<file path="config.mk">
export PLATFORM = sky130hd
export DESIGN_NAME = fscs_ctrl
export DESIGN_NICKNAME = d
export VERILOG_FILES = /design/src/rtl/fscs_pkg.sv /design/src/rtl/fscs_ctrl.sv
export SDC_FILE = /design/constraint.sdc
export NUM_CORES = 1
export LEC_CHECK = 0
export BUFFER_PORTS_ARGS = -buffer_cell sky130_fd_sc_hd__buf_4
export CAP_MARGIN = 20
export CORE_AREA = 2 2 92 94
export DETAILED_ROUTE_END_ITERATION = 8
export DIE_AREA = 0 0 94 96
export PLACE_DENSITY = 0.72
export SYNTH_ARGS = -nofsm -noshare
export SYNTH_HDL_FRONTEND = slang
export SYNTH_SLANG_ARGS = --single-unit
</file>
<file path="constraint.sdc">
create_clock -name clk -period 2.43 [get_ports clk]
set_input_delay 0.243 -clock clk [delete_from_list [all_inputs] [get_ports clk]]
set_output_delay 0.243 -clock clk [all_outputs]
set_load 0.05 [all_outputs]
</file>
<file path="src/rtl/fscs_pkg.sv">
package fscs_pkg;

    localparam int unsigned MEM_BYTES_DEF    = 131072;
    localparam int unsigned SECTOR_BYTES_DEF = 32'h1000;
    localparam int unsigned BANK_BYTES_DEF   = 32'h10000;

    localparam logic [15:0] OFS_UNLOCK1 = 16'h5555;
    localparam logic [15:0] OFS_UNLOCK2 = 16'h2AAA;

    localparam logic [7:0] CMD_NONE         = 8'h00;
    localparam logic [7:0] CMD_UNLOCK_A     = 8'hAA;
    localparam logic [7:0] CMD_UNLOCK_B     = 8'h55;
    localparam logic [7:0] CMD_BANK         = 8'hB0;
    localparam logic [7:0] CMD_PROGRAM      = 8'hA0;
    localparam logic [7:0] CMD_ID           = 8'h90;
    localparam logic [7:0] CMD_ERASE        = 8'h80;
    localparam logic [7:0] CMD_ERASE_SECTOR = 8'h30;
    localparam logic [7:0] CMD_RESET        = 8'hF0;
    localparam logic [7:0] BYTE_BLANK       = 8'hFF;

    typedef enum logic [3:0] {
        SEQ_IDLE,
        SEQ_U1,
        SEQ_U2,
        SEQ_E0,
        SEQ_E1,
        SEQ_E2,
        SEQ_I0,
        SEQ_I1,
        SEQ_I2
    } seq_state_t;

    typedef enum logic {
        OP_READ  = 1'b0,
        OP_WRITE = 1'b1
    } op_t;

    typedef enum logic [1:0] {
        CFG_SAVE_PRESENT = 2'd0,
        CFG_FLASH_MODE   = 2'd1,
        CFG_ID_MANUF     = 2'd2,
        CFG_ID_DEVICE    = 2'd3
    } cfg_index_t;

    typedef struct packed {
        logic wr_en;
        logic rd_en;
    } mem_ctl_t;

endpackage

</file>
<file path="src/rtl/fscs_ctrl.sv">
module fscs_ctrl #(
    parameter int unsigned MEM_BYTES    = fscs_pkg::MEM_BYTES_DEF,
    parameter int unsigned SECTOR_BYTES = fscs_pkg::SECTOR_BYTES_DEF,
    parameter int unsigned BANK_BYTES   = fscs_pkg::BANK_BYTES_DEF,
    localparam int unsigned AW = $clog2(MEM_BYTES)
) (
    input  logic                clk,
    input  logic                rst_n,
    input  logic                start,
    input  logic                op,
    input  logic [15:0]         offset,
    input  logic [7:0]          write_data,
    input  logic                cfg_we,
    input  logic [1:0]          cfg_index,
    input  logic [7:0]          cfg_data,
    output logic                busy,
    output logic                done,
    output logic [7:0]          read_data,
    output fscs_pkg::mem_ctl_t  mem_ctl,
    output logic [AW-1:0]       mem_waddr,
    output logic [7:0]          mem_wdata,
    output logic [AW-1:0]       mem_raddr,
    input  logic [7:0]          mem_rdata
);
    import fscs_pkg::*;

    localparam int unsigned BANK_W = $clog2(BANK_BYTES);
    localparam int unsigned SW     = $clog2(SECTOR_BYTES);
    localparam int unsigned FULL_W = 8 + BANK_W;
    localparam int unsigned XW     = (FULL_W > AW) ? FULL_W : AW;

    logic       save_present_reg;
    logic       flash_mode_reg;
    logic [7:0] id_manuf_reg;
    logic [7:0] id_device_reg;

    seq_state_t seq_reg, seq_next;
    logic [7:0] pend_reg, pend_next;
    logic [7:0] bank_reg, bank_next;

    logic          done_reg;
    logic          use_mem_reg, use_mem_next;
    logic [7:0]    const_reg, const_next;

    logic          erase_active_reg;
    logic          erase_ok_reg;
    logic [AW-1:0] erase_base_reg;
    logic [SW-1:0] erase_cnt_reg;

    logic          accept;
    logic          fall_through;
    logic          prog;
    logic          erase_go;
    logic          rd_mem;
    logic [AW-1:0] rd_addr;
    logic [XW-1:0] bank_full;
    logic [AW-1:0] bank_idx;
    logic          bank_in_range;

    assign accept        = start && !erase_active_reg;
    assign bank_full     = XW'({bank_reg, offset[BANK_W-1:0]});
    assign bank_idx      = bank_full[AW-1:0];
    assign bank_in_range = (bank_full >> AW) == '0;

    always_comb
    begin
        seq_next     = seq_reg;
        pend_next    = pend_reg;
        bank_next    = bank_reg;
        fall_through = 1'b0;
        prog         = 1'b0;
        erase_go     = 1'b0;
        rd_mem       = 1'b0;
        rd_addr      = bank_idx;
        use_mem_next = 1'b0;
        const_next   = BYTE_BLANK;
        if (accept && save_present_reg)
        begin
            if (op == OP_WRITE)
            begin
                if (flash_mode_reg)
                begin
                    unique case (seq_reg)
                        SEQ_IDLE:
                        begin
                            if (offset == OFS_UNLOCK1 && write_data == CMD_RESET)
                            begin
                                pend_next = CMD_NONE;
                            end
                            else if (offset == OFS_UNLOCK1 && write_data == CMD_UNLOCK_A)
                            begin
                                seq_next = SEQ_U1;
                            end
                            else if (offset == '0 && pend_reg == CMD_BANK)
                            begin
                                bank_next = write_data;
                                pend_next = CMD_NONE;
                            end
                            else
                            begin
                                fall_through = 1'b1;
                            end
                        end
                        SEQ_U1, SEQ_E1, SEQ_I1:
                        begin
                            if (offset == OFS_UNLOCK2 && write_data == CMD_UNLOCK_B)
                            begin
                                seq_next = (seq_reg == SEQ_U1) ? SEQ_U2 :
                                           (seq_reg == SEQ_E1) ? SEQ_E2 : SEQ_I2;
                            end
                            else
                            begin
                                seq_next     = SEQ_IDLE;
                                fall_through = 1'b1;
                            end
                        end
                        SEQ_U2:
                        begin
                            if (offset == OFS_UNLOCK1)
                            begin
                                seq_next  = (write_data == CMD_ERASE) ? SEQ_E0 :
                                            (write_data == CMD_ID) ? SEQ_I0 : SEQ_IDLE;
                                pend_next = write_data;
                            end
                            else
                            begin
                                seq_next     = SEQ_IDLE;
                                fall_through = 1'b1;
                            end
                        end
                        SEQ_E0, SEQ_I0:
                        begin
                            if (offset == OFS_UNLOCK1 && write_data == CMD_UNLOCK_A)
                            begin
                                seq_next = (seq_reg == SEQ_E0) ? SEQ_E1 : SEQ_I1;
                            end
                            else
                            begin
                                seq_next     = SEQ_IDLE;
                                fall_through = 1'b1;
                            end
                        end
                        SEQ_E2:
                        begin
                            erase_go  = (write_data == CMD_ERASE_SECTOR);
                            seq_next  = SEQ_IDLE;
                            pend_next = CMD_NONE;
                        end
                        SEQ_I2:
                        begin
                            seq_next  = SEQ_IDLE;
                            pend_next = CMD_NONE;
                        end
                        default:
                        begin
                            seq_next     = SEQ_IDLE;
                            fall_through = 1'b1;
                        end
                    endcase
                    if (fall_through && pend_reg == CMD_PROGRAM)
                    begin
                        prog      = 1'b1;
                        seq_next  = SEQ_IDLE;
                        pend_next = CMD_NONE;
                    end
                end
            end
            else if (flash_mode_reg)
            begin
                if (pend_reg == CMD_NONE)
                begin
                    rd_mem       = bank_in_range;
                    use_mem_next = bank_in_range;
                end
                else if (pend_reg == CMD_ID)
                begin
                    if (offset == 16'd0)
                    begin
                        const_next = id_manuf_reg;
                    end
                    else if (offset == 16'd1)
                    begin
                        const_next = id_device_reg;
                    end
                end
                else if (pend_reg == CMD_RESET)
                begin
                    seq_next  = SEQ_IDLE;
                    pend_next = CMD_NONE;
                end
            end
            else
            begin
                rd_mem       = 1'b1;
                rd_addr      = AW'(offset);
                use_mem_next = 1'b1;
            end
        end
    end

    always_ff @(posedge clk or negedge rst_n)
    begin
        if (!rst_n)
        begin
            seq_reg <= SEQ_IDLE;
        end
        else
        begin
            seq_reg <= seq_next;
        end
    end

    always_ff @(posedge clk or negedge rst_n)
    begin
        if (!rst_n)
        begin
            save_present_reg <= 1'b1;
            flash_mode_reg   <= 1'b1;
            id_manuf_reg     <= 8'h32;
            id_device_reg    <= 8'h1B;
            pend_reg         <= CMD_NONE;
            bank_reg         <= 8'h00;
            done_reg         <= 1'b0;
            use_mem_reg      <= 1'b0;
            erase_active_reg <= 1'b0;
            erase_ok_reg     <= 1'b0;
            erase_cnt_reg    <= '0;
        end
        else
        begin
            if (cfg_we)
            begin
                unique case (cfg_index_t'(cfg_index))
                    CFG_SAVE_PRESENT: save_present_reg <= cfg_data[0];
                    CFG_FLASH_MODE:   flash_mode_reg   <= cfg_data[0];
                    CFG_ID_MANUF:     id_manuf_reg     <= cfg_data;
                    CFG_ID_DEVICE:    id_device_reg    <= cfg_data;
                    default:          ;
                endcase
            end
            pend_reg    <= pend_next;
            bank_reg    <= bank_next;
            done_reg    <= accept;
            use_mem_reg <= use_mem_next;
            if (erase_active_reg)
            begin
                erase_cnt_reg <= erase_cnt_reg + 1'b1;
                if (erase_cnt_reg == '1)
                begin
                    erase_active_reg <= 1'b0;
                end
            end
            else if (erase_go)
            begin
                erase_active_reg <= 1'b1;
                erase_ok_reg     <= bank_in_range;
                erase_cnt_reg    <= '0;
            end
        end
    end

    always_ff @(posedge clk)
    begin
        const_reg <= const_next;
        if (erase_go && !erase_active_reg)
        begin
            erase_base_reg <= bank_idx & ~AW'(SECTOR_BYTES - 1);
        end
    end

    always_comb
    begin
        mem_ctl.rd_en = rd_mem;
        if (erase_active_reg)
        begin
            mem_ctl.wr_en = erase_ok_reg;
            mem_waddr     = erase_base_reg | AW'(erase_cnt_reg);
            mem_wdata     = BYTE_BLANK;
        end
        else
        begin
            mem_ctl.wr_en = prog && bank_in_range;
            mem_waddr     = bank_idx;
            mem_wdata     = write_data;
        end
    end

    assign mem_raddr = rd_addr;
    assign busy      = erase_active_reg;
    assign done      = done_reg;
    assign read_data = use_mem_reg ? mem_rdata : const_reg;

endmodule

</file>
==> results of run 1 <==
Yosys cell counts (2+ instances only):
| library cell | count |
|---|---|
| or3_1 | 3 |
| o21ai_0 | 19 |
| nor2_1 | 15 |
| nor4_1 | 6 |
| edfxtp_1 | 5 |
| nor2_2 | 2 |
| inv_1 | 7 |
| nor3_1 | 4 |
| a31oi_1 | 2 |
| a22o_1 | 8 |
| o22ai_1 | 8 |
| or2_2 | 9 |
| xor2_1 | 4 |
| a21boi_0 | 2 |
| dfrtp_1 | 45 |
| nand2_1 | 33 |
| and4_1 | 3 |
| buf_4 | 17 |
| nand3b_1 | 2 |
| clkbuf_1 | 12 |
| or4_1 | 5 |
| or4b_2 | 2 |
| nand4b_1 | 3 |
| and3_1 | 6 |
| and2_1 | 2 |
| nand3_1 | 15 |
| dfxtp_1 | 8 |
| or4_4 | 3 |
| a21oi_1 | 5 |
| mux2_2 | 55 |
| nand4_1 | 7 |
| o31a_1 | 2 |
| xnor2_1 | 3 |
| dfstp_2 | 9 |
| nor3b_1 | 2 |
metal layers:
metal / wire length, um / global-route usage
met5: 0 / 0
met4: 128 / 0.06280
met3: 609 / 0.05560
met2: 5005 / 0.3935
met1: 4314 / 0.2953
cells by family after synthesis:
group / share of synthesized area
compound gates: 0.1059
xor+xnor: 0.01648
fa+ha+maj: 0.003362
buf+inv: 0.05750
flops: 0.4496
mux: 0.1691
simple gates: 0.1981
layout make-up:
cell class | instances | share of cell area
Clock buffer | 10 | 0.02530
Clock inverter | 6 | 0.01761
Inverter | 7 | 0.005208
Multi-Input combinational cell | 251 | 0.3725
Sequential cell | 67 | 0.3316
Tap cell | 105 | 0.02604
Timing Repair Buffer | 146 | 0.2217
repair_timing:
item | in CTS | in global routing
hold endpoints to repair | 45 | 0
hold buffers | 1 | 0
endpoints found under the setup margin | 14 | 22
gates resized for setup | 4 | 6
setup buffers | 3 | 3
pin swaps | 7 | 5
where the power goes:
group | internal [mW] | switching (mW) | total (mW)
clock | 0.580 | 0.441 | 1.02
sequential | 1.25 | 0.103 | 1.35
combinational | 0.485 | 0.540 | 1.03
stage by stage:
stage                     cell area (um^2)  std cells
after floorplan                       3742        356
after global placement                4742        569
after detailed placement              4742        569
after CTS                             5002        589
after global routing                  5045        592
final                                 5045        592
critical path, delay by kind of cell, from the launching register on:
| kind | cells | cell delay [ns] |
|---|---|---|
| flip-flops | 1 | 0.38 |
| buffers and inverters | 1 | 0.15 |
| AO/OA/AOI/OAI | 4 | 1.03 |
| AND/OR/NAND/NOR | 2 | 0.62 |
final timing paths:
| kind | end | slack [ns] | cells past startpoint | start |
|---|---|---|---|---|
| max in group asynchronous | erase_ok_reg | 1.49 | 2 | rst_n |
| min in group asynchronous | erase_cnt_reg[9] | 0.47 | 2 | rst_n |
| worst min register to register | done | 0.50 | 1 | busy |
| worst min-delay path | id_manuf_reg[2] | 0.14 | 2 | cfg_data[2] |
| worst max-delay path | mem_ctl[1] | -0.33 | 7 | pend_reg[2] |
| worst max register to register | seq_reg[3] | -0.29 | 8 | pend_reg[2] |
==> impl_metrics.yaml, run 1 <==
timing:
  setup_ws_ns: -0.3345
  final_hold_viol_count: 0
  finalCritPeriodShare: 1.138
  setup_viol: 13
  drv_slew: 0
  whs_ns: 0.1365
  setup_tns_ns: -1.983
  relSlewSlack: 0.5403
  fin_crit_ns: 2.764
  tightestPinTransition_ns: 0.6896
  clock_skew_ns: 0.004837
  rsz0062_at_grt: "true"
  fmax_ghz: 0.3617
status:
  run_status: "finished, violations left"
  violations: "setup timing"
logic_synthesis:
  synth.avg_cell_area_um2: 10.45
  synth_flop_cell: "dfrtp_1"
  synth.top_cell.area_share: 0.3026
  netlist_instances: 356
  synthTopCellsByArea: "dfrtp_1 30%, mux2_2 17%, dfstp_2 6.4%"
  yosysTopAreaCell: "dfrtp_1"
  synth_warnings: 0
  synth_cell_types: 58
  synthArstFlopShare: 0.8060
  ys_ff_latch: 67
  synth_edf_count: 5
  synth-seq-area-share: 0.4496
  syn_area_um2: 3721
  syn_nets: 404
worst_setup_path:
  critPathMaxStageDelay_ns: 0.55
  required_ns: 2.19
  cp_cell_sequence: "or4_4 > o31a_1 > a211o_1 > a211oi_2 > nor2_2 > a32o_2 > buf_6"
  worstSetupPathType: "reg2out"
  crit_arrival_ns: 2.52
  cp_max_fo: 2
  start_kind: "flip-flop"
  slowest_stage: "or4_4"
  setup.worst_path.end_class: "output pin"
routing:
  wire_per_inst_um: 16.99
  via_per_inst: 5.441
  antenna_left: 0
  drt_iter0_drc: 173
  vias: 3221
  firstDrtPassIters: 4
  finalWirelength_um: 10060
  post-route-drc-count: 0
finish:
  final_core_util: 0.6266
  final_cell_mix: "142 x buf_4, 52 x mux2_2, 45 x dfrtp_1"
  n_fill_cell: 710
  multiInputGateArea_um2: 1879
  regArea_um2: 1673
  antenna_cells: 0
  final_common_cell: "buf_4"
  largest_reg_flops: 12
  nets: 530
  drive_gt1_frac: 0.5175
  area_growth_pct: 35.58
grt:
  antenna_found_initial: 0
  grt_pass1_wl_um: 15850
  grt_usage: 0.2309
  grt_pass1_vias: 3228
  grt-ovfl-total: 0
  grt_start_max_net_pins: 55
floorplanning:
  die_w_um: 94
  core-area_um2: 8051
  io_pins: 101
  core.rowCount: 33
  die_area_um2: 9024
  die_h_um: 96
  initial_core_util: 0.4622
job:
  maxCapViolations: 0
placement:
  hpwlAfterDp_um: 7567
  place_congestion: 0.8516
  numPortBuffers: 100
  post-place-ws_ns: -0.3375
cts:
  cts_buffer_depth: 2
  cts_sinks: 67
  clkTransAtPathRegs_ns: 0.08
  cts_max_level: 3
  cts-root-buf: "clkbuf_8"
  cts_buffers: 9
  cts_tree: "built"
  clk_latency_ns: 0.35
power:
  cellPowerDensity_nw_per_um2: 673.5
  ir_worst_vdd_uv: 305.6
  power.total_mw: 3.398
  leakagePower_nw: 2.274
worst_hold_path:
  hold_path.class: "in2reg"
Note: power is estimated with default switching activity, not from simulation.
==> run 2, diff against run 1 <==
--- a/config.mk
+++ b/config.mk
@@ -11,6 +11,7 @@
 export DETAILED_ROUTE_END_ITERATION = 8
 export DIE_AREA = 0 0 94 96
 export PLACE_DENSITY = 0.72
+export RECOVER_POWER = 50
 export SYNTH_ARGS = -nofsm -noshare
 export SYNTH_HDL_FRONTEND = slang
 export SYNTH_SLANG_ARGS = --single-unit
==> run 2 against run 1 <==
Effect of this change: clock-buffer cell count did not move; largest cell class unchanged; power fell by 0.53%; sequential power barely moved; highest routed layer unchanged; the flow still finishes with violations (setup timing).
==> impl_metrics.yaml, run 2 (same netlist as run 1, synthesis figures left out) <==
status:
  run_status: "finished, violations left"
  violations: "setup timing"
job:
  maxCapViolations: 0
worst_setup_path:
  crit_arrival_ns: 2.52
  reg2regPathDepth: 8
  critPathMaxStageDelay_ns: 0.55
  ff2ff_setup_slack_ns: -0.29
  worstSetupPathType: "reg2out"
  cp_max_fo: 2
  setup.worst_path.end_class: "output pin"
  cp_cell_sequence: "or4_4 > o31a_1 > a211o_1 > a211oi_2 > nor2_2 > a32o_2 > buf_6"
  required_ns: 2.19
  start_kind: "flip-flop"
  slowest_stage: "or4_4"
finish:
  n_fill_cell: 734
  largest_reg_flops: 12
  area_growth_pct: 33.29
  final_core_util: 0.6160
  antenna_cells: 0
  final_cell_mix: "119 x buf_4, 52 x mux2_2, 45 x dfrtp_1"
  fin_cells: 592
  nets: 530
  final_common_cell: "buf_4"
  final_area_um2: 4960
  drive_gt1_frac: 0.4702
power:
  combPwrFrac: 0.298
  leakagePower_nw: 2.193
  ir_worst_vdd_uv: 303.1
  p_clk_frac: 0.302
  p_seq_frac: 0.400
  p_int_mw: 2.295
  p_switching_mw: 1.085
  p_sw_frac: 0.3209
  power.total_mw: 3.380
  cellPowerDensity_nw_per_um2: 681.4
routing:
  drt_iter0_drc: 160
  firstDrtPassIters: 4
  post-route-drc-count: 0
  finalWirelength_um: 10070
  vias: 3231
  via_per_inst: 5.458
  antenna_left: 0
  wire_per_inst_um: 17.01
cts:
  cts_buffer_depth: 2
  cts_buffers: 9
  cts_tree: "built"
  cts_max_level: 3
  clkTransAtPathRegs_ns: 0.08
  clk_latency_ns: 0.35
  cts_sinks: 67
  cts-root-buf: "clkbuf_8"
grt:
  grt-ovfl-total: 0
  grt_start_max_net_pins: 55
  antenna_found_initial: 0
  grt_pass1_vias: 3228
  grt_usage: 0.2309
  grt_pass1_wl_um: 15850
floorplanning:
  die_w_um: 94
  die_h_um: 96
  die_area_um2: 9024
  initial_core_util: 0.4622
  core-area_um2: 8051
  core.rowCount: 33
  io_pins: 101
timing:
  tightestPinTransition_ns: 1.336
  rsz0062_at_grt: "true"
  relSlewSlack: 0.1094
  setup_viol: 13
  drv_slew: 0
  clock_skew_ns: 0.006189
  fin_crit_ns: 2.766
  fmax_ghz: 0.3615
  final_hold_viol_count: 0
  setup_ws_ns: -0.3362
  finalCritPeriodShare: 1.138
placement:
  dpl_cell_area_um2: 4742
  dp.cells: 569
  numPortBuffers: 100
  post-place-ws_ns: -0.3375
  place_congestion: 0.8516
  hpwlAfterDp_um: 7567
worst_hold_path:
  hold_path.class: "in2reg"
  hold_depth: 2
-- run 2: cell count changes in the layout (fill, tap and decap cells not counted), sizes merged --
cell	delta
clkbuf	+23
buf	-23
-- run 2: path summary, 6_finish.rpt --
path	from	end
min reg2reg	id_device_reg[5]	const_reg[5]
max	pend_reg[2]	mem_ctl[1]
max reg2reg	pend_reg[2]	seq_reg[3]
min	cfg_data[2]	id_manuf_reg[2]
max in group asynchronous	rst_n	pend_reg[5]
min in group asynchronous	rst_n	erase_cnt_reg[9]
-- run 2: area by class of cell --
type                       instances  area (um^2)  share of cell area
clock buffer                      10        127.6             0.02573
clock inverter                     6        88.84             0.01791
inverter                           7        26.28            0.005298
multi-input combinational        251         1879              0.3789
sequential                        67         1673              0.3373
tap                              105        131.4             0.02649
timing repair buffer             146         1033              0.2084
-- run 2: critical path: cells and delay by family, from the launching register on --
family | cells | cell delay, ns
AO/OA/AOI/OAI | 4 | 1.03
AND/OR/NAND/NOR | 2 | 0.62
flip-flops | 1 | 0.38
buffers and inverters | 1 | 0.15
-- run 2: what timing repair did --
item	CTS	global route
gates resized for setup	4	6
setup endpoints to repair	14	22
hold buffers	1	0
endpoints found under the hold margin	45	0
buffers inserted	3	3
pin swaps	7	5
-- run 2: per-stage QoR --
step | hold WS, ns | TNS, ns
final | 0.1379 | -1.971
after global routing | 0.1194 | -2.975
after CTS | 0.1250 | -1.147
after detailed placement | 0.3360 | -3.484
after global placement | 0.3202 | -2.692
after floorplan | -0.05259 | -0.2098
-- run 2: power groups by stage --
stage | clock network, mW | registers (mW) | logic [mW]
finish | 1.02 | 1.35 | 1.01
global route | 1.09 | 1.37 | 1.08
detailed placement | 0 | 1.37 | 0.936
global placement | 0 | 1.36 | 0.930
CTS | 1.04 | 1.35 | 0.977
floorplan | 0 | 1.33 | 0.638
-- run 2: metal layers --
metal | track usage | up-vias | share of wire
met2 | 0.3935 | 103 | 0.50
met4 | 0.06280 | 0 | 0.013
li1 | - | 1549 | -
met1 | 0.2953 | 1568 | 0.42
met5 | 0 | - | 0
met3 | 0.05560 | 11 | 0.065
==> run 3, diff against run 2 <==
--- a/config.mk
+++ b/config.mk
@@ -8,6 +8,7 @@
 export BUFFER_PORTS_ARGS = -buffer_cell sky130_fd_sc_hd__buf_4
 export CAP_MARGIN = 20
 export CORE_AREA = 2 2 92 94
+export CTS_BUF_LIST = sky130_fd_sc_hd__clkbuf_4 sky130_fd_sc_hd__clkbuf_8 sky130_fd_sc_hd__clkbuf_16
 export DETAILED_ROUTE_END_ITERATION = 8
 export DIE_AREA = 0 0 94 96
 export PLACE_DENSITY = 0.72
==> run 3 against run 2 <==
Effect of this change: the run still ends with setup timing left; sequential power is essentially flat; routed wire length rose by 0.23%; core utilization is essentially flat; clock power hardly changed; clock skew fell by 0.0017 ns; critical path depth unchanged; first-iteration DRC count is 14% lower; critical endpoint unchanged; largest cell class unchanged.
==> impl_metrics.yaml, run 3 (same netlist as run 1, synthesis figures left out) <==
cts:
  cts-root-buf: "clkbuf_8"
  clk_latency_ns: 0.35
  clkTransAtPathRegs_ns: 0.08
  cts_sinks: 67
  cts_tree: "built"
  cts_max_level: 3
  cts_buffers: 9
  cts_buffer_depth: 2
finish:
  area_growth_pct: 33.39
  largest_reg_flops: 12
  n_fill_cell: 733
  drive_gt1_frac: 0.4723
  antenna_cells: 0
  nets: 530
  final_cell_mix: "119 x buf_4, 52 x mux2_2, 45 x dfrtp_1"
  final_core_util: 0.6165
  final_common_cell: "buf_4"
worst_hold_path:
  hold_depth: 2
  hold_path.class: "in2reg"
timing:
  setup_ws_ns: -0.3211
  drv_slew: 0
  clock_skew_ns: 0.004442
  rsz0062_at_grt: "true"
  relSlewSlack: 0.1069
  fin_crit_ns: 2.751
  setup_viol: 13
  finalCritPeriodShare: 1.132
  fmax_ghz: 0.3635
  final_hold_viol_count: 0
  tightestPinTransition_ns: 1.340
routing:
  via_per_inst: 5.475
  finalWirelength_um: 10090
  firstDrtPassIters: 4
  drt_iter0_drc: 138
  vias: 3241
  post-route-drc-count: 0
  wire_per_inst_um: 17.04
  antenna_left: 0
worst_setup_path:
  reg2regPathDepth: 8
  start_kind: "flip-flop"
  crit_arrival_ns: 2.51
  slowest_stage: "or4_4"
  crit_family: "compound AO/OA/AOI/OAI gates"
  crit_buf_inv: 1
  cp_max_fo: 2
  critPathMaxStageDelay_ns: 0.55
  cp.depth: 7
  required_ns: 2.19
  setup.worst_path.end_class: "output pin"
  cp_cell_sequence: "or4_4 > o31a_1 > a211o_1 > a211oi_2 > nor2_2 > a32o_2 > buf_6"
  r2r_end: "seq_reg[3]"
  worstSetupPathType: "reg2out"
  reg2reg_from: "pend_reg[2]"
  critical_path.startpoint: "pend_reg[2]"
  ff2ff_setup_slack_ns: -0.28
  crit_end: "mem_ctl[1]"
status:
  run_status: "finished, violations left"
  violations: "setup timing"
placement:
  post-place-ws_ns: -0.3375
  hpwlAfterDp_um: 7567
  numPortBuffers: 100
  place_congestion: 0.8516
grt:
  grt_pass1_wl_um: 15850
  grt_start_max_net_pins: 55
  grt_pass1_vias: 3226
  grt-ovfl-total: 0
  antenna_found_initial: 0
  grt_usage: 0.2306
floorplanning:
  core.rowCount: 33
  die_h_um: 96
  die_area_um2: 9024
  io_pins: 101
  initial_core_util: 0.4622
  die_w_um: 94
  core-area_um2: 8051
power:
  cellPowerDensity_nw_per_um2: 683.3
  ir_worst_vdd_uv: 307.3
  leakagePower_nw: 2.197
job:
  maxCapViolations: 0
## run 3: how the worst min path moves through the flow
stage | startpoint | end | slack, ns
4_1_cts | cfg_data[2] | id_manuf_reg[2] | 0.13
6_report | cfg_data[2] | id_manuf_reg[2] | 0.14
3_3_place_gp | rst_n | erase_cnt_reg[9] | 0.32
5_1_grt | cfg_data[2] | id_manuf_reg[2] | 0.12
2_1_floorplan | rst_n | bank_reg[0] | -0.05
3_5_place_dp | rst_n | erase_cnt_reg[9] | 0.34
## run 3: timing repair
item                       in CTS  in global routing
pin swaps                       7                  5
setup endpoints to repair      14                 22
resized for setup               4                  6
setup buffers                   3                  3
hold buffers                    1                  0
hold endpoints to repair       45                  0
## run 3: stage by stage
step           cells  total power [mW]  hold WS [ns]  setup TNS, ns  instance area (um^2)
6_report         592             3.392        0.1356         -1.936                  4964
5_1_grt          592             3.542        0.1228         -2.962                  4964
4_1_cts          589             3.377        0.1259         -1.143                  5006
3_5_place_dp     569             2.303        0.3360         -3.484                  4742
3_3_place_gp     569             2.294        0.3202         -2.692                  4742
2_1_floorplan    356             1.964      -0.05259        -0.2098                  3742
## run 3: routing by layer
metal,vias to the layer above,track usage,part of all wire
li1,1548,-,-
met1,1584,0.2958,0.44
met2,97,0.3935,0.50
met3,12,0.05090,0.050
met4,0,0.06643,0.013
met5,-,0,0
## run 3: area by class of cell
class / count / area [um^2] / share of cell area
Inverter: 7 / 26.28 / 0.005294
Sequential cell: 67 / 1673 / 0.3370
Multi-Input combinational cell: 251 / 1879 / 0.3786
Tap cell: 105 / 131.4 / 0.02647
Clock buffer: 10 / 131.4 / 0.02647
Timing Repair Buffer: 146 / 1033 / 0.2082
Clock inverter: 6 / 88.84 / 0.01790
## run 3: where the power goes
group | internal (mW) | switching [mW] | total (mW)
Clock | 0.591 | 0.442 | 1.03
Sequential | 1.25 | 0.105 | 1.35
Combinational | 0.468 | 0.539 | 1.01
Total | 2.31 | 1.09 | 3.39
